$ cat src/rtl/msto_pkg.sv
`default_nettype none
// ----------------------------------------------------------------------------
// msto_pkg: shared types and constants of the timeout slot table
// Word layouts, command and result codes, controller/datapath interface.
// ----------------------------------------------------------------------------
package msto_pkg;

  localparam int unsigned DefSlots    = 8;
  localparam int unsigned DefTimeBits = 16;
  localparam int unsigned MaxResults  = 8;
  localparam int unsigned QuantW      = 8;
  localparam int unsigned TagW        = 8;
  localparam logic [QuantW-1:0] QuantRst = 8'd10;

  typedef enum logic [2:0] {
    OP_CREATE  = 3'd0,
    OP_STOP    = 3'd1,
    OP_DISABLE = 3'd2,
    OP_ENABLE  = 3'd3,
    OP_TICK    = 3'd4
  } op_e;

  typedef enum logic [2:0] {
    KIND_DONE    = 3'd0,
    KIND_CREATED = 3'd1,
    KIND_DUP     = 3'd2,
    KIND_FULL    = 3'd3,
    KIND_SHORT   = 3'd4,
    KIND_EXPIRED = 3'd5
  } kind_e;

  typedef struct packed {
    logic [2:0]      cmd;
    logic [2:0]      slot;
    logic [15:0]     timeout_ms;
    logic [TagW-1:0] owner_tag;
    logic            repeat_req;
  } in_t;

  typedef struct packed {
    logic [2:0]      kind;
    logic [2:0]      slot_out;
    logic [TagW-1:0] tag_out;
    logic            last;
  } out_t;

  // controller -> datapath
  typedef struct packed {
    logic  load;
    logic  div_start;
    logic  create_step;
    logic  create_wr;
    logic  tick_step;
    logic  flag_op;
    logic  push;
    kind_e push_kind;
  } msto_cmd_t;

  // datapath -> controller
  typedef struct packed {
    logic out_free;
    logic too_short;
    logic walk_last;
    logic div_done;
    logic dup;
    logic free_found;
    logic exp_hit;
    logic pend_valid;
  } msto_stat_t;

endpackage
`default_nettype wire

$ cat src/rtl/multi_slot_timeout_table_core.sv
`default_nettype none
// ----------------------------------------------------------------------------
// multi_slot_timeout_table_core: table of one-shot and periodic timeout slots
// Create, stop, disable, enable and tick commands; expiry words out.
// ----------------------------------------------------------------------------
// Input words arrive on a valid/ready channel, one command each. Result words
// leave on a valid/ready channel; every command gives at least one, and the
// final one carries last. A tick gives one expired word per enabled slot that
// reached its limit (at most 8), or a single done word.
// The quantum register is written through cfg_we_i/cfg_wdata_i; the user must
// write it only while idle, as the block does not enforce this.
// A tick walks the slots (RAM read, then evaluate, per slot); so does a create
// that is not too short, which also runs the bit-serial remainder that rounds
// the timeout down to a multiple of the quantum.
// A finished word waits in the output register; the next command is taken
// while it waits. Apart from a create waiting on the remainder, the block only
// pauses when it must place a further word. Reset clears all slot flags at
// once (no clearing pass) and loads a quantum of 10 ms.
module multi_slot_timeout_table_core
  import msto_pkg::*;
#(
  parameter int unsigned SLOTS     = DefSlots,
  parameter int unsigned TIME_BITS = DefTimeBits
) (
  input  wire               clk_i,
  input  wire               rst_ni,
  input  wire               cfg_we_i,
  input  wire  [QuantW-1:0] cfg_wdata_i,
  input  wire               in_valid_i,
  output logic              in_ready_o,
  input  in_t               in_data_i,
  output logic              out_valid_o,
  input  wire               out_ready_i,
  output out_t              out_data_o
);

  msto_cmd_t  cmd;
  msto_stat_t stat;

  msto_ctrl u_ctrl (
    .clk_i      (clk_i),
    .rst_ni     (rst_ni),
    .in_valid_i (in_valid_i),
    .in_cmd_i   (in_data_i.cmd),
    .in_ready_o (in_ready_o),
    .stat_i     (stat),
    .cmd_o      (cmd)
  );

  msto_dp #(
    .SLOTS     (SLOTS),
    .TIME_BITS (TIME_BITS)
  ) u_dp (
    .clk_i       (clk_i),
    .rst_ni      (rst_ni),
    .cfg_we_i    (cfg_we_i),
    .cfg_wdata_i (cfg_wdata_i),
    .in_data_i   (in_data_i),
    .out_ready_i (out_ready_i),
    .out_valid_o (out_valid_o),
    .out_data_o  (out_data_o),
    .cmd_i       (cmd),
    .stat_o      (stat)
  );

endmodule
`default_nettype wire

$ cat src/rtl/msto_ram.sv
`default_nettype none
// ----------------------------------------------------------------------------
// msto_ram: generic simple dual-port RAM
// One write port, one read port, registered read data.
// ----------------------------------------------------------------------------
module msto_ram #(
  parameter int unsigned Width = 8,
  parameter int unsigned Depth = 8,
  localparam int unsigned AddrW = (Depth > 1) ? $clog2(Depth) : 1
) (
  input  wire                    clk_i,
  input  wire                    we_i,
  input  wire  [AddrW-1:0]       waddr_i,
  input  wire  [Width-1:0]       wdata_i,
  input  wire  [AddrW-1:0]       raddr_i,
  output logic [Width-1:0]       rdata_o
);

  logic [Width-1:0] mem_q [Depth];
  logic [Width-1:0] rdata_q;

  always_ff @(posedge clk_i) begin
    if (we_i) begin
      mem_q[waddr_i] <= wdata_i;
    end
    rdata_q <= mem_q[raddr_i];
  end

  assign rdata_o = rdata_q;

endmodule
`default_nettype wire

$ cat src/rtl/msto_rem.sv
`default_nettype none
// ----------------------------------------------------------------------------
// msto_rem: bit-serial remainder unit
// Restoring division, one dividend bit per cycle; gives dividend mod divisor.
// ----------------------------------------------------------------------------
module msto_rem
  import msto_pkg::*;
#(
  parameter int unsigned Width = DefTimeBits
) (
  input  wire                clk_i,
  input  wire                rst_ni,
  input  wire                start_i,
  input  wire  [Width-1:0]   dividend_i,
  input  wire  [QuantW-1:0]  divisor_i,
  output logic               done_o,
  output logic [QuantW-1:0]  rem_o
);

  localparam int unsigned CntW = $clog2(Width + 1);

  logic              busy_q, done_q;
  logic [CntW-1:0]   cnt_q;
  logic [Width-1:0]  shf_q;
  logic [QuantW-1:0] rem_q, div_q;
  logic [QuantW:0]   trial;
  logic [QuantW:0]   trial_sub;
  logic [QuantW-1:0] rem_d;

  always_comb begin
    trial     = {rem_q, shf_q[Width-1]};
    trial_sub = trial - {1'b0, div_q};
    // remainder stays below the divisor, so eight bits always hold it
    rem_d     = (trial >= {1'b0, div_q}) ? trial_sub[QuantW-1:0] : trial[QuantW-1:0];
  end

  always_ff @(posedge clk_i or negedge rst_ni) begin
    if (!rst_ni) begin
      busy_q <= 1'b0;
      done_q <= 1'b0;
      cnt_q  <= '0;
    end else if (start_i) begin
      busy_q <= 1'b1;
      done_q <= 1'b0;
      cnt_q  <= CntW'(Width);
    end else if (busy_q) begin
      cnt_q <= cnt_q - CntW'(1);
      if (cnt_q == CntW'(1)) begin
        busy_q <= 1'b0;
        done_q <= 1'b1;
      end
    end
  end

  always_ff @(posedge clk_i) begin
    if (start_i) begin
      shf_q <= dividend_i;
      rem_q <= '0;
      div_q <= divisor_i;
    end else if (busy_q) begin
      shf_q <= {shf_q[Width-2:0], 1'b0};
      rem_q <= rem_d;
    end
  end

  assign done_o = done_q;
  assign rem_o  = rem_q;

endmodule
`default_nettype wire

$ cat src/rtl/msto_ctrl.sv
`default_nettype none
// ----------------------------------------------------------------------------
// msto_ctrl: sequencer of the timeout slot table
// Decodes each accepted word and walks the slots through the datapath.
// ----------------------------------------------------------------------------
module msto_ctrl
  import msto_pkg::*;
(
  input  wire         clk_i,
  input  wire         rst_ni,
  input  wire         in_valid_i,
  input  wire  [2:0]  in_cmd_i,
  output logic        in_ready_o,
  input  msto_stat_t  stat_i,
  output msto_cmd_t   cmd_o
);

  typedef enum logic [3:0] {
    ST_IDLE,
    ST_CHECK,
    ST_CR_RD,
    ST_CR_EV,
    ST_CR_DEC,
    ST_SHORT,
    ST_FLAG,
    ST_TK_RD,
    ST_TK_EV,
    ST_TK_END
  } state_e;

  state_e state_q, state_d;

  always_comb begin
    state_d         = state_q;
    cmd_o           = '0;
    cmd_o.push_kind = KIND_DONE;
    unique case (state_q)
      ST_IDLE: begin
        if (in_valid_i) begin
          cmd_o.load = 1'b1;
          unique case (in_cmd_i)
            OP_CREATE: state_d = ST_CHECK;
            OP_TICK:   state_d = ST_TK_RD;
            default:   state_d = ST_FLAG;
          endcase
        end
      end
      ST_CHECK: begin
        if (stat_i.too_short) begin
          state_d = ST_SHORT;
        end else begin
          cmd_o.div_start = 1'b1;
          state_d         = ST_CR_RD;
        end
      end
      ST_CR_RD: state_d = ST_CR_EV;
      ST_CR_EV: begin
        cmd_o.create_step = 1'b1;
        state_d = stat_i.walk_last ? ST_CR_DEC : ST_CR_RD;
      end
      ST_CR_DEC: begin
        if (stat_i.dup) begin
          if (stat_i.out_free) begin
            cmd_o.push      = 1'b1;
            cmd_o.push_kind = KIND_DUP;
            state_d         = ST_IDLE;
          end
        end else if (!stat_i.free_found) begin
          if (stat_i.out_free) begin
            cmd_o.push      = 1'b1;
            cmd_o.push_kind = KIND_FULL;
            state_d         = ST_IDLE;
          end
        end else if (stat_i.div_done && stat_i.out_free) begin
          cmd_o.create_wr = 1'b1;
          cmd_o.push      = 1'b1;
          cmd_o.push_kind = KIND_CREATED;
          state_d         = ST_IDLE;
        end
      end
      ST_SHORT: begin
        if (stat_i.out_free) begin
          cmd_o.push      = 1'b1;
          cmd_o.push_kind = KIND_SHORT;
          state_d         = ST_IDLE;
        end
      end
      ST_FLAG: begin
        if (stat_i.out_free) begin
          cmd_o.flag_op   = 1'b1;
          cmd_o.push      = 1'b1;
          cmd_o.push_kind = KIND_DONE;
          state_d         = ST_IDLE;
        end
      end
      ST_TK_RD: state_d = ST_TK_EV;
      ST_TK_EV: begin
        // a second expiry forces the held one out, so wait for room
        if (!(stat_i.exp_hit && stat_i.pend_valid && !stat_i.out_free)) begin
          cmd_o.tick_step = 1'b1;
          state_d = stat_i.walk_last ? ST_TK_END : ST_TK_RD;
        end
      end
      ST_TK_END: begin
        if (stat_i.out_free) begin
          cmd_o.push      = 1'b1;
          cmd_o.push_kind = stat_i.pend_valid ? KIND_EXPIRED : KIND_DONE;
          state_d         = ST_IDLE;
        end
      end
      default: state_d = ST_IDLE;
    endcase
  end

  always_ff @(posedge clk_i or negedge rst_ni) begin
    if (!rst_ni) begin
      state_q <= ST_IDLE;
    end else begin
      state_q <= state_d;
    end
  end

  assign in_ready_o = (state_q == ST_IDLE);

endmodule
`default_nettype wire

$ cat src/rtl/msto_dp.sv
`default_nettype none
// ----------------------------------------------------------------------------
// msto_dp: datapath of the timeout slot table
// Slot flags, slot RAM, walk index, remainder unit and the output register.
// ----------------------------------------------------------------------------
module msto_dp
  import msto_pkg::*;
#(
  parameter int unsigned SLOTS     = DefSlots,
  parameter int unsigned TIME_BITS = DefTimeBits
) (
  input  wire               clk_i,
  input  wire               rst_ni,
  input  wire               cfg_we_i,
  input  wire  [QuantW-1:0] cfg_wdata_i,
  input  in_t               in_data_i,
  input  wire               out_ready_i,
  output logic              out_valid_o,
  output out_t              out_data_o,
  input  msto_cmd_t         cmd_i,
  output msto_stat_t        stat_o
);

  localparam int unsigned SlotW = (SLOTS > 1) ? $clog2(SLOTS) : 1;
  localparam int unsigned EntW  = TagW + 2 * TIME_BITS;
  localparam int unsigned NumW  = $clog2(MaxResults + 1);
  localparam logic [TIME_BITS-1:0] TimeMax = '1;

  logic [QuantW-1:0]    quant_q;
  in_t                  item_q;
  logic [TIME_BITS-1:0] t_q;
  logic [SlotW:0]       idx_q;
  logic [SLOTS-1:0]     live_q, en_q, per_q;
  logic                 dup_q, free_q, pend_q;
  logic [SlotW-1:0]     free_idx_q, pend_idx_q;
  logic [TagW-1:0]      pend_tag_q;
  logic [NumW-1:0]      n_q;
  logic                 out_valid_q;
  out_t                 out_q, out_d;

  logic [QuantW-1:0]    q_eff;
  logic [31:0]          t_wide;
  logic [TIME_BITS-1:0] t_sat;
  logic [SlotW-1:0]     idx;
  logic [SlotW-1:0]     flag_idx;
  logic                 in_range;
  logic                 out_free;

  logic [EntW-1:0]      rd_data, wr_data;
  logic [TagW-1:0]      rd_tag;
  logic [TIME_BITS-1:0] rd_lim, rd_cnt;
  logic [TIME_BITS:0]   sum;
  logic                 below, reach, exp_hit;
  logic [TIME_BITS-1:0] sat_cnt, new_cnt, limit;
  logic                 ram_we;
  logic [SlotW-1:0]     ram_waddr;
  logic                 mid_push;
  logic                 div_done;
  logic [QuantW-1:0]    rem;

  // a zero quantum counts as one
  assign q_eff  = (quant_q == '0) ? QuantW'(1) : quant_q;
  assign t_wide = 32'(in_data_i.timeout_ms);
  assign t_sat  = (t_wide > 32'(TimeMax)) ? TimeMax : t_wide[TIME_BITS-1:0];

  assign idx      = idx_q[SlotW-1:0];
  assign flag_idx = SlotW'(item_q.slot);
  assign in_range = (32'(item_q.slot) < 32'(SLOTS));
  assign out_free = !out_valid_q || out_ready_i;

  assign rd_tag = rd_data[EntW-1 -: TagW];
  assign rd_lim = rd_data[2*TIME_BITS-1 -: TIME_BITS];
  assign rd_cnt = rd_data[TIME_BITS-1:0];

  // saturating tick update; reach is the post-update count >= limit
  always_comb begin
    sum     = {1'b0, rd_cnt} + (TIME_BITS+1)'(q_eff);
    below   = rd_cnt < rd_lim;
    reach   = !below || (sum >= {1'b0, rd_lim});
    sat_cnt = below ? ((sum > {1'b0, rd_lim}) ? rd_lim : sum[TIME_BITS-1:0]) : rd_cnt;
    exp_hit = live_q[idx] && en_q[idx] && reach && (n_q < NumW'(MaxResults));
    new_cnt = exp_hit ? '0 : sat_cnt;
  end

  assign limit     = t_q - TIME_BITS'(rem);
  assign ram_we    = cmd_i.create_wr || (cmd_i.tick_step && live_q[idx]);
  assign ram_waddr = cmd_i.create_wr ? free_idx_q : idx;
  assign wr_data   = cmd_i.create_wr ? {item_q.owner_tag, limit, {TIME_BITS{1'b0}}}
                                     : {rd_tag, rd_lim, new_cnt};

  msto_ram #(
    .Width (EntW),
    .Depth (SLOTS)
  ) u_slot_ram (
    .clk_i   (clk_i),
    .we_i    (ram_we),
    .waddr_i (ram_waddr),
    .wdata_i (wr_data),
    .raddr_i (idx),
    .rdata_o (rd_data)
  );

  msto_rem #(
    .Width (TIME_BITS)
  ) u_rem (
    .clk_i      (clk_i),
    .rst_ni     (rst_ni),
    .start_i    (cmd_i.div_start),
    .dividend_i (t_q),
    .divisor_i  (q_eff),
    .done_o     (div_done),
    .rem_o      (rem)
  );

  // earlier expiry of a tick leaves as soon as a later one turns up
  assign mid_push = cmd_i.tick_step && exp_hit && pend_q;

  always_comb begin
    out_d = '0;
    if (mid_push) begin
      out_d.kind     = KIND_EXPIRED;
      out_d.slot_out = 3'(pend_idx_q);
      out_d.tag_out  = pend_tag_q;
      out_d.last     = 1'b0;
    end else begin
      out_d.kind = cmd_i.push_kind;
      out_d.last = 1'b1;
      case (cmd_i.push_kind)
        KIND_CREATED: out_d.slot_out = 3'(free_idx_q);
        KIND_EXPIRED: begin
          out_d.slot_out = 3'(pend_idx_q);
          out_d.tag_out  = pend_tag_q;
        end
        default: ;
      endcase
    end
  end

  always_ff @(posedge clk_i or negedge rst_ni) begin
    if (!rst_ni) begin
      quant_q     <= QuantRst;
      idx_q       <= '0;
      live_q      <= '0;
      en_q        <= '0;
      per_q       <= '0;
      dup_q       <= 1'b0;
      free_q      <= 1'b0;
      pend_q      <= 1'b0;
      n_q         <= '0;
      out_valid_q <= 1'b0;
    end else begin
      if (cfg_we_i) begin
        quant_q <= cfg_wdata_i;
      end
      if (cmd_i.load) begin
        idx_q  <= '0;
        dup_q  <= 1'b0;
        free_q <= 1'b0;
        pend_q <= 1'b0;
        n_q    <= '0;
      end
      if (cmd_i.create_step) begin
        idx_q <= idx_q + (SlotW+1)'(1);
        if ((item_q.owner_tag != '0) && live_q[idx] && (rd_tag == item_q.owner_tag)) begin
          dup_q <= 1'b1;
        end
        if (!live_q[idx]) begin
          free_q <= 1'b1;
        end
      end
      if (cmd_i.tick_step) begin
        idx_q <= idx_q + (SlotW+1)'(1);
        if (exp_hit) begin
          pend_q <= 1'b1;
          n_q    <= n_q + NumW'(1);
          if (!per_q[idx]) begin
            live_q[idx] <= 1'b0;
          end
        end
      end
      if (cmd_i.flag_op && in_range) begin
        case (item_q.cmd)
          OP_STOP:    live_q[flag_idx] <= 1'b0;
          OP_DISABLE: en_q[flag_idx]   <= 1'b0;
          OP_ENABLE:  en_q[flag_idx]   <= 1'b1;
          default: ;
        endcase
      end
      if (cmd_i.create_wr) begin
        live_q[free_idx_q] <= 1'b1;
        en_q[free_idx_q]   <= 1'b1;
        per_q[free_idx_q]  <= item_q.repeat_req;
      end
      if (cmd_i.push || mid_push) begin
        out_valid_q <= 1'b1;
      end else if (out_ready_i) begin
        out_valid_q <= 1'b0;
      end
    end
  end

  always_ff @(posedge clk_i) begin
    if (cmd_i.load) begin
      item_q <= in_data_i;
      t_q    <= t_sat;
    end
    if (cmd_i.create_step && !live_q[idx] && !free_q) begin
      free_idx_q <= idx;
    end
    if (cmd_i.tick_step && exp_hit) begin
      pend_idx_q <= idx;
      pend_tag_q <= rd_tag;
    end
    if (cmd_i.push || mid_push) begin
      out_q <= out_d;
    end
  end

  assign out_valid_o = out_valid_q;
  assign out_data_o  = out_q;

  always_comb begin
    stat_o            = '0;
    stat_o.out_free   = out_free;
    stat_o.too_short  = t_q < TIME_BITS'(q_eff);
    stat_o.walk_last  = (idx_q == (SlotW+1)'(SLOTS - 1));
    stat_o.div_done   = div_done;
    stat_o.dup        = dup_q;
    stat_o.free_found = free_q;
    stat_o.exp_hit    = exp_hit;
    stat_o.pend_valid = pend_q;
  end

endmodule
`default_nettype wire
$ cat config.mk
export PLATFORM = sky130hd
export DESIGN_NAME = multi_slot_timeout_table_core
export DESIGN_NICKNAME = d
export VERILOG_FILES = /design/src/rtl/msto_pkg.sv /design/src/rtl/multi_slot_timeout_table_core.sv /design/src/rtl/msto_ram.sv /design/src/rtl/msto_rem.sv /design/src/rtl/msto_ctrl.sv /design/src/rtl/msto_dp.sv
export SDC_FILE = /design/constraint.sdc
export NUM_CORES = 1
export LEC_CHECK = 0
export ABC_AREA = 1
export BUFFER_PORTS_ARGS = -buffer_cell sky130_fd_sc_hd__buf_2
export CAP_MARGIN = 10
export CELL_PAD_IN_SITES_DETAIL_PLACEMENT = 1
export CELL_PAD_IN_SITES_GLOBAL_PLACEMENT = 1
export CORE_ASPECT_RATIO = 0.8
export CORE_MARGIN = 4
export CORE_UTILIZATION = 35
export CTS_CLUSTER_SIZE = 28
export DETAILED_ROUTE_END_ITERATION = 7
export HOLD_SLACK_MARGIN = 0.03
export PLACE_DENSITY_LB_ADDON = 0.3
export SYNTH_ARGS = -nofsm -noshare
export SYNTH_HDL_FRONTEND = slang
export SYNTH_SLANG_ARGS = --single-unit
export TNS_END_PERCENT = 1
$ cat constraint.sdc
create_clock -name clk_i -period 6.84 [get_ports clk_i]
set_input_delay 1.71 -clock clk_i [delete_from_list [all_inputs] [get_ports clk_i]]
set_output_delay 1.71 -clock clk_i [all_outputs]
set_load 0.05 [all_outputs]
==> results.sh, run 1 <==
export IMPL_synth_cell_types=51
export IMPL_core_area_sq_um=61000
export IMPL_floorplan_rows=81
export IMPL_io_buffers=60
export IMPL_antenna_found_initial=3
export IMPL_crit_arrival_ns=6.15
export IMPL_sw_frac_of_total_pct=38.3
export IMPL_totalWireLength_mm=61.8
export IMPL_cts_setup_buffers=0
export IMPL_cp_num_buf_inv=3
export IMPL_path_max_fanout=19
export IMPL_rsz0062_at_grt="false"
export IMPL_p_comb_share_pct=35.2
export IMPL_worstHoldPathCells=2
export IMPL_drive_above_1_share_pct=10.1
export IMPL_cts_tree="yes"
export IMPL_cpPeakStageDelay_ns=0.49
export IMPL_worst_pin_slew_ns=1.20
export IMPL_io_pins=61
export IMPL_irDropWorstVdd_uv=252
export IMPL_root_buffer="clkbuf_16"
export IMPL_crit_required_ns=7.10
export IMPL_place_congestion=0.866
export IMPL_path_class="reg -> reg"
export IMPL_p_int_mw=7.43
export IMPL_cts_resized=0
export IMPL_clk_path_buf_depth=3
export IMPL_viasPerCell=5.24
export IMPL_numClockSinks=507
export IMPL_min_period_ns=5.89
export IMPL_min_from="u_dp.u_slot_ram.mem_q[6][12]"
export IMPL_yosys_register_bits=507
export IMPL_dpl_hpwl_mm=40.5
export IMPL_reg2reg_from="u_dp.quant_q[1]"
export IMPL_hold_violations=0
export IMPL_r2r_end="u_dp.u_slot_ram.mem_q[1][23]"
export IMPL_clk_latency_ns=0.60
export IMPL_worstSetupStartpoint="u_dp.quant_q[1]"
export IMPL_pwr_share_seq_pct=39.6
export IMPL_ys_warnings_count=0
export IMPL_rr_worst_depth=26
export IMPL_holdPathEnd="u_dp.u_slot_ram.rdata_o[12]"
export IMPL_period_share_pct=86.1
export IMPL_rrSetupSlack_ns=0.95
export IMPL_antenna_left=0
export IMPL_p_per_area_nw_per_um2=486
export IMPL_tns_ns=0
export IMPL_floorplan_initialDensity_pct=35.3
export IMPL_final_common_cell="edfxtp_1"
export IMPL_fmax_mhz=170
export IMPL_route_detailed_drc=0
export IMPL_grt_ovfl_total=0
export IMPL_fp_dieW_microns=285
export IMPL_first_iter_violations=1097
export IMPL_syn_nets=1963
export IMPL_syn_avg_cell_area_sq_um=11.6
export IMPL_worst_clock_skew_ns=0.0164
export IMPL_grt_pass1_vias=15584
export IMPL_dieArea_sq_um=65600
export IMPL_maxCapViolCount=0
export IMPL_crit_path_frequent_cell="nand2_1"
export IMPL_crit_slowest_cell="nor2_4"
export IMPL_hold_worst_slack_ns=0.460
export IMPL_endpoint_kind="flop"
export IMPL_startpoint_type="flop"
export IMPL_p_leak_nw=9.43
export IMPL_final_setup_viol_count=0
export IMPL_cts_made_buffers=51
export IMPL_nNetsFinal=2041
export IMPL_dr_pass1_iters=5
export IMPL_min_path_type="reg -> reg"
export IMPL_cts_hold_buf=0
export IMPL_outcome="finished clean"
export IMPL_yosysSeqAreaShare_pct=67.2
export IMPL_grt_usage_pct=18.8
export IMPL_grt_max_degree=56
export IMPL_grt_pass1_wl_mm=94.9
export IMPL_synth_edf_count=404
export IMPL_synth_cells=1850
export IMPL_drv_slew=0
export IMPL_avgRoutedWirePerCell_microns=22.0
export IMPL_ys_flop_type="edfxtp_1"
export IMPL_async_reset_ff_share_pct=10.8
export IMPL_slew_headroom_pct=20.0
export IMPL_final_cell_mix="edfxtp_1 (404), nand2_1 (376), inv_1 (180), o21ai_0 (111), nor2_1 (91)"
export IMPL_via_count=14674
export IMPL_dieHeight_microns=230
export IMPL_clkSlewWorstSetupHoldPaths_ns=0.06
export IMPL_synthToLayoutAreaGrowth_pct=14.9
export IMPL_power_net_switching_mw=4.61
export IMPL_power_frac_clock_pct=25.2
export IMPL_critPathTopFamily="simple AND/OR/NAND/NOR gates"
export IMPL_htree_levels=2
export IMPL_syn_cell_area_sq_um=21500
==> worst min-delay path, cell delays in order, from the launching register on <==
cell	delay [ns]
edfxtp_1	0.32
a221oi_1	0.06
nand2_1	0.05
==> final cells by class <==
type,instances,area (sq um)
clock inverter,31,425
timing repair buffer,86,495
multi-input combinational,1091,6190
antenna,2,5.00
sequential,507,14500
inverter,191,717
fill,6624,36300
tap,830,1040
clock buffer,65,1400
==> synthesized netlist by cell type (25+ instances only) <==
library cell	n	area share (%)
a22o_1	25	1.0
nor3_1	27	0.63
a221oi_1	41	1.7
nand4_1	56	1.6
o21ai_0	111	2.6
nor2_1	100	1.7
inv_1	180	3.1
clkbuf_1	51	0.89
dfrtp_1	53	6.2
nand2_1	376	6.6
a22oi_1	38	1.3
edfxtp_1	404	56
dfxtp_1	48	4.5
a21oi_1	85	2.0
nand3_1	50	1.2
ha_1	66	3.8
==> routing by layer <==
| layer | track usage, % | wire (microns) |
|---|---|---|
| met2 | 30.1 | 28300 |
| met3 | 3.43 | 3280 |
| met4 | 4.93 | 1400 |
| met1 | 26.5 | 28800 |
| met5 | 0 | 0 |
==> metrics by stage <==
stage | setup slack (ns) | area, sq um | instances | util (%) | total power [mW]
3_3_place_gp | 1.08 | 22900 | 2704 | 37.5 | 8.89
4_1_cts | 0.934 | 24700 | 2800 | 40.5 | 12.1
3_5_place_dp | 1.02 | 22900 | 2704 | 37.5 | 9.02
6_report | 0.952 | 24700 | 2803 | 40.6 | 12.0
2_1_floorplan | 1.04 | 21500 | 1850 | - | 7.44
5_1_grt | 0.461 | 24700 | 2801 | 40.6 | 12.8
==> how the worst max path moves through the flow <==
stage / cells after the start / slack [ns] / end
floorplan: 25 / 1.04 / u_dp.u_slot_ram.mem_q[0][0]
global placement: 26 / 1.08 / u_dp.u_slot_ram.mem_q[1][25]
finish: 26 / 0.95 / u_dp.u_slot_ram.mem_q[1][23]
global route: 27 / 0.46 / u_dp.u_slot_ram.mem_q[1][23]
detailed placement: 26 / 1.02 / u_dp.u_slot_ram.mem_q[1][27]
CTS: 26 / 0.93 / u_dp.u_slot_ram.mem_q[1][27]
==> sequential cells by signal (all words and copies together) (netlist names), 4 cells and up <==
signal                   count
u_dp.pend_tag_q              8
u_dp.u_rem.div_q             8
u_dp.u_rem.cnt_q             5
u_dp.u_slot_ram.mem_q      320
u_dp.item_q                 12
u_dp.n_q                     4
u_dp.u_rem.shf_q            16
u_dp.idx_q                   4
u_dp.quant_q                 8
u_ctrl.state_q               4
u_dp.out_data_o             15
u_dp.en_q                    8
u_dp.u_slot_ram.rdata_o     40
u_dp.t_q                    16
u_dp.per_q                   8
u_dp.live_q                  8
u_dp.u_rem.rem_o             8
==> cell families after synthesis <==
group / after synthesis / synth area share, %
DFF: 507 / 67.2
AOI/OAI and AO/OA: 351 / 10.2
and+or+nand+nor: 640 / 12.8
xor gates and xnor gates: 31 / 1.26
adders and majority gates: 69 / 4.11
buffers and inverters: 252 / 4.42
==> power groups by stage <==
stage	clock (mW)	sequential, mW	combinational (mW)
final	3.04	4.77	4.23
after detailed placement	0	4.82	4.20
after CTS	3.11	4.76	4.24
after floorplan	0	4.75	2.69
after global placement	0	4.82	4.08
after global routing	3.25	4.81	4.76
No activity file was read; power rests on OpenSTA's default activity.
==> run 2, diff against run 1 <==
--- a/config.mk
+++ b/config.mk
@@ -5,7 +5,6 @@
 export SDC_FILE = /design/constraint.sdc
 export NUM_CORES = 1
 export LEC_CHECK = 0
-export ABC_AREA = 1
 export BUFFER_PORTS_ARGS = -buffer_cell sky130_fd_sc_hd__buf_2
 export CAP_MARGIN = 10
 export CELL_PAD_IN_SITES_DETAIL_PLACEMENT = 1
@@ -16,7 +15,7 @@
 export CTS_CLUSTER_SIZE = 28
 export DETAILED_ROUTE_END_ITERATION = 7
 export HOLD_SLACK_MARGIN = 0.03
-export PLACE_DENSITY_LB_ADDON = 0.3
+export PLACE_DENSITY_LB_ADDON = 0.1
 export SYNTH_ARGS = -nofsm -noshare
 export SYNTH_HDL_FRONTEND = slang
 export SYNTH_SLANG_ARGS = --single-unit
==> constraint.sdc (replaced) <==
create_clock -name clk_i -period 7.1 [get_ports clk_i]
set_input_delay 1.775 -clock clk_i [delete_from_list [all_inputs] [get_ports clk_i]]
set_output_delay 1.775 -clock clk_i [all_outputs]
set_load 0.05 [all_outputs]
==> run 2 against run 1 <==
Compared with the run above:
- cell count shrank 11%
- clock power shrank 11%
- sequential share of layout area grew 0.90 points
==> results.sh, run 2 <==
export IMPL_min_period_ns=6.11
export IMPL_worst_clock_skew_ns=0.0146
export IMPL_dieHeight_microns=229
export IMPL_path_class="reg -> reg"
export IMPL_io_pins=61
export IMPL_cts_setup_buffers=0
export IMPL_yosysSeqAreaShare_pct=67.6
export IMPL_p_per_area_nw_per_um2=430
export IMPL_rrSetupSlack_ns=0.99
export IMPL_largest_reg_flops=320
export IMPL_synth_cell_types=74
export IMPL_p_comb_share_pct=31.2
export IMPL_final_common_cell="edfxtp_1"
export IMPL_totalWireLength_mm=61.9
export IMPL_synth_most_common_cell="edfxtp_1"
export IMPL_cts_tree="yes"
export IMPL_diodes=0
export IMPL_sw_frac_of_total_pct=36.0
export IMPL_grt_pass1_wl_mm=93.7
export IMPL_final_cell_mix="edfxtp_1 (404), a22oi_1 (168), nand2_1 (157), o21ai_0 (70), ha_1 (66)"
export IMPL_core_area_sq_um=60100
export IMPL_drive_above_1_share_pct=12.8
export IMPL_worstSetupStartpoint="u_dp.quant_q[5]"
export IMPL_slew_headroom_pct=19.4
export IMPL_numClockSinks=507
export IMPL_floorplan_initialDensity_pct=35.6
export IMPL_dpl_hpwl_mm=37.7
export IMPL_yosys_register_bits=507
export IMPL_pwr_share_seq_pct=43.0
export IMPL_r2r_end="u_dp.u_slot_ram.mem_q[1][13]"
export IMPL_period_share_pct=86.0
export IMPL_synth_commonest_cells="edfxtp_1 (404), a22oi_1 (168), nand2_1 (157)"
export IMPL_p_int_mw=6.70
export IMPL_root_buffer="clkbuf_16"
export IMPL_power_frac_clock_pct=25.8
export IMPL_grt_max_degree=56
export IMPL_via_count=13539
export IMPL_hold_violations=0
export IMPL_power_total_mw=10.5
export IMPL_antenna_left=0
export IMPL_irDropWorstVdd_uv=223
export IMPL_p_leak_nw=8.72
export IMPL_tns_ns=0
export IMPL_rsz0062_at_grt="false"
export IMPL_cts_hold_buf=0
export IMPL_drv_slew=0
export IMPL_viasPerCell=5.44
export IMPL_dp_cells=2385
export IMPL_async_reset_ff_share_pct=10.8
export IMPL_worst_pin_slew_ns=1.20
export IMPL_worstHoldPathCells=2
export IMPL_ys_flop_type="edfxtp_1"
export IMPL_yosysTopAreaCellShare_pct=56.7
export IMPL_top_register="u_dp.u_slot_ram.mem_q"
export IMPL_path_max_fanout=40
export IMPL_reg2reg_from="u_dp.quant_q[5]"
export IMPL_cts_made_buffers=54
export IMPL_syn_cell_area_sq_um=21400
export IMPL_cts_resized=0
export IMPL_dieArea_sq_um=65200
export IMPL_power_net_switching_mw=3.76
export IMPL_min_path_type="reg -> reg"
export IMPL_grt_pass1_vias=14178
export IMPL_syn_nets=1714
export IMPL_antenna_found_initial=1
export IMPL_place_congestion=0.819
export IMPL_grt_usage_pct=18.8
export IMPL_clk_path_buf_depth=3
export IMPL_dpl_instance_area_sq_um=22700
export IMPL_final_setup_viol_count=0
export IMPL_dr_pass1_iters=5
export IMPL_floorplan_rows=80
export IMPL_io_buffers=60
export IMPL_crit_required_ns=7.34
export IMPL_syn_avg_cell_area_sq_um=13.4
export IMPL_synth_edf_count=404
export IMPL_grt_ovfl_total=0
export IMPL_rr_worst_depth=19
export IMPL_htree_levels=2
export IMPL_crit_arrival_ns=6.34
export IMPL_route_detailed_drc=0
export IMPL_synth_cells=1601
export IMPL_synth_area_leaders="edfxtp_1 (57%), dfrtp_1 (6.2%), a22oi_1 (5.9%)"
export IMPL_hold_worst_slack_ns=0.468
export IMPL_fp_dieW_microns=284
export IMPL_endpoint_kind="flop"
export IMPL_outcome="finished clean"
export IMPL_nNetsFinal=1776
export IMPL_clkSlewWorstSetupHoldPaths_ns=0.06
export IMPL_stdcell_area_sq_um=24400
export IMPL_yosysTopAreaCell="edfxtp_1"
export IMPL_clk_latency_ns=0.61
export IMPL_avgRoutedWirePerCell_microns=24.9
export IMPL_maxCapViolCount=0
export IMPL_fmax_mhz=164
export IMPL_ys_warnings_count=0
export IMPL_first_iter_violations=845
export IMPL_synthToLayoutAreaGrowth_pct=13.9
export IMPL_min_from="u_dp.u_slot_ram.mem_q[3][30]"
export IMPL_startpoint_type="flop"
export IMPL_fin_cells=2488
export IMPL_holdPathEnd="u_dp.u_slot_ram.rdata_o[30]"
-- run 2: cell types whose count changed in the layout (fill, tap and decap cells not counted), moves of 27 or more --
| cell | previous run | this run |
|---|---|---|
| o21ai_0 | 111 | 70 |
| nand3_1 | 50 | 23 |
| inv_1 | 180 | 61 |
| a21oi_1 | 85 | 49 |
| a221oi_1 | 41 | 0 |
| a22oi_1 | 38 | 168 |
| nand2_1 | 376 | 157 |
-- run 2: power groups by stage --
stage          sequential, mW  clock [mW]  combinational, mW
2_1_floorplan            4.45           0               2.19
3_3_place_gp             4.56           0               3.19
3_5_place_dp             4.57           0               3.28
4_1_cts                  4.51        2.78               3.30
5_1_grt                  4.55        2.92               3.66
6_report                 4.50        2.70               3.26
-- run 2: kinds of logic (layout without fill, tap and decap cells) --
group | Yosys count | in the layout | synth area share, %
XOR/XNOR | 38 | 38 | 1.56
buffers and inverters | 145 | 253 | 2.75
multiplexers | 37 | 37 | 1.87
adder cells (fa/ha/maj) | 69 | 69 | 4.14
flip-flops | 507 | 507 | 67.6
AO/OA/AOI/OAI | 377 | 377 | 12.2
AND/OR/NAND/NOR | 428 | 428 | 9.87
-- run 2: worst max-delay path: stages (launching register included) --
cell	delay (ns)
dfrtp_1	0.42
nor4_1	0.36
a41o_1	0.28
ha_1	0.19
a21oi_1	0.08
o21ai_0	0.31
a21oi_1	0.17
or3b_2	0.55
or2_2	0.32
xnor2_1	0.13
ha_1	0.30
nor2_1	0.11
or3_1	0.11
a21oi_1	0.06
a211o_1	0.41
or3_4	0.45
nand3_1	0.12
a41oi_1	0.43
nor2_4	0.25
buf_4	0.65
-- run 2: per-layer routing --
layer | GRT usage, % | wire, microns | vias up
li1 | - | - | 6232
met3 | 3.12 | 2470 | 71
met1 | 27.7 | 30600 | 7000
met2 | 29.2 | 27500 | 236
met5 | 0 | 0 | -
met4 | 4.48 | 1300 | 0
-- run 2: worst max-delay path by stage --
stage | endpoint | cells past startpoint
2_1_floorplan | u_dp.u_slot_ram.mem_q[1][0] | 21
3_3_place_gp | u_dp.u_slot_ram.mem_q[1][30] | 19
3_5_place_dp | u_dp.u_slot_ram.mem_q[1][30] | 21
4_1_cts | u_dp.u_slot_ram.mem_q[1][0] | 21
5_1_grt | u_dp.u_slot_ram.mem_q[1][0] | 20
6_report | u_dp.u_slot_ram.mem_q[1][13] | 19
-- run 2: stage by stage --
step	utilization (%)	setup slack [ns]
after global routing	40.6	0.628
final	40.6	0.993
after global placement	37.7	1.17
after detailed placement	37.7	1.09
after CTS	40.6	1.01
after floorplan	-	0.980
-- run 2: cell type report --
class | count | area [sq um]
multi-input cells | 949 | 6440
clock buffers | 70 | 1460
repair buffers | 89 | 556
well taps | 779 | 975
flip-flops and latches | 507 | 14500
fillers | 6184 | 35700
inverters | 62 | 233
clock inverters | 32 | 233
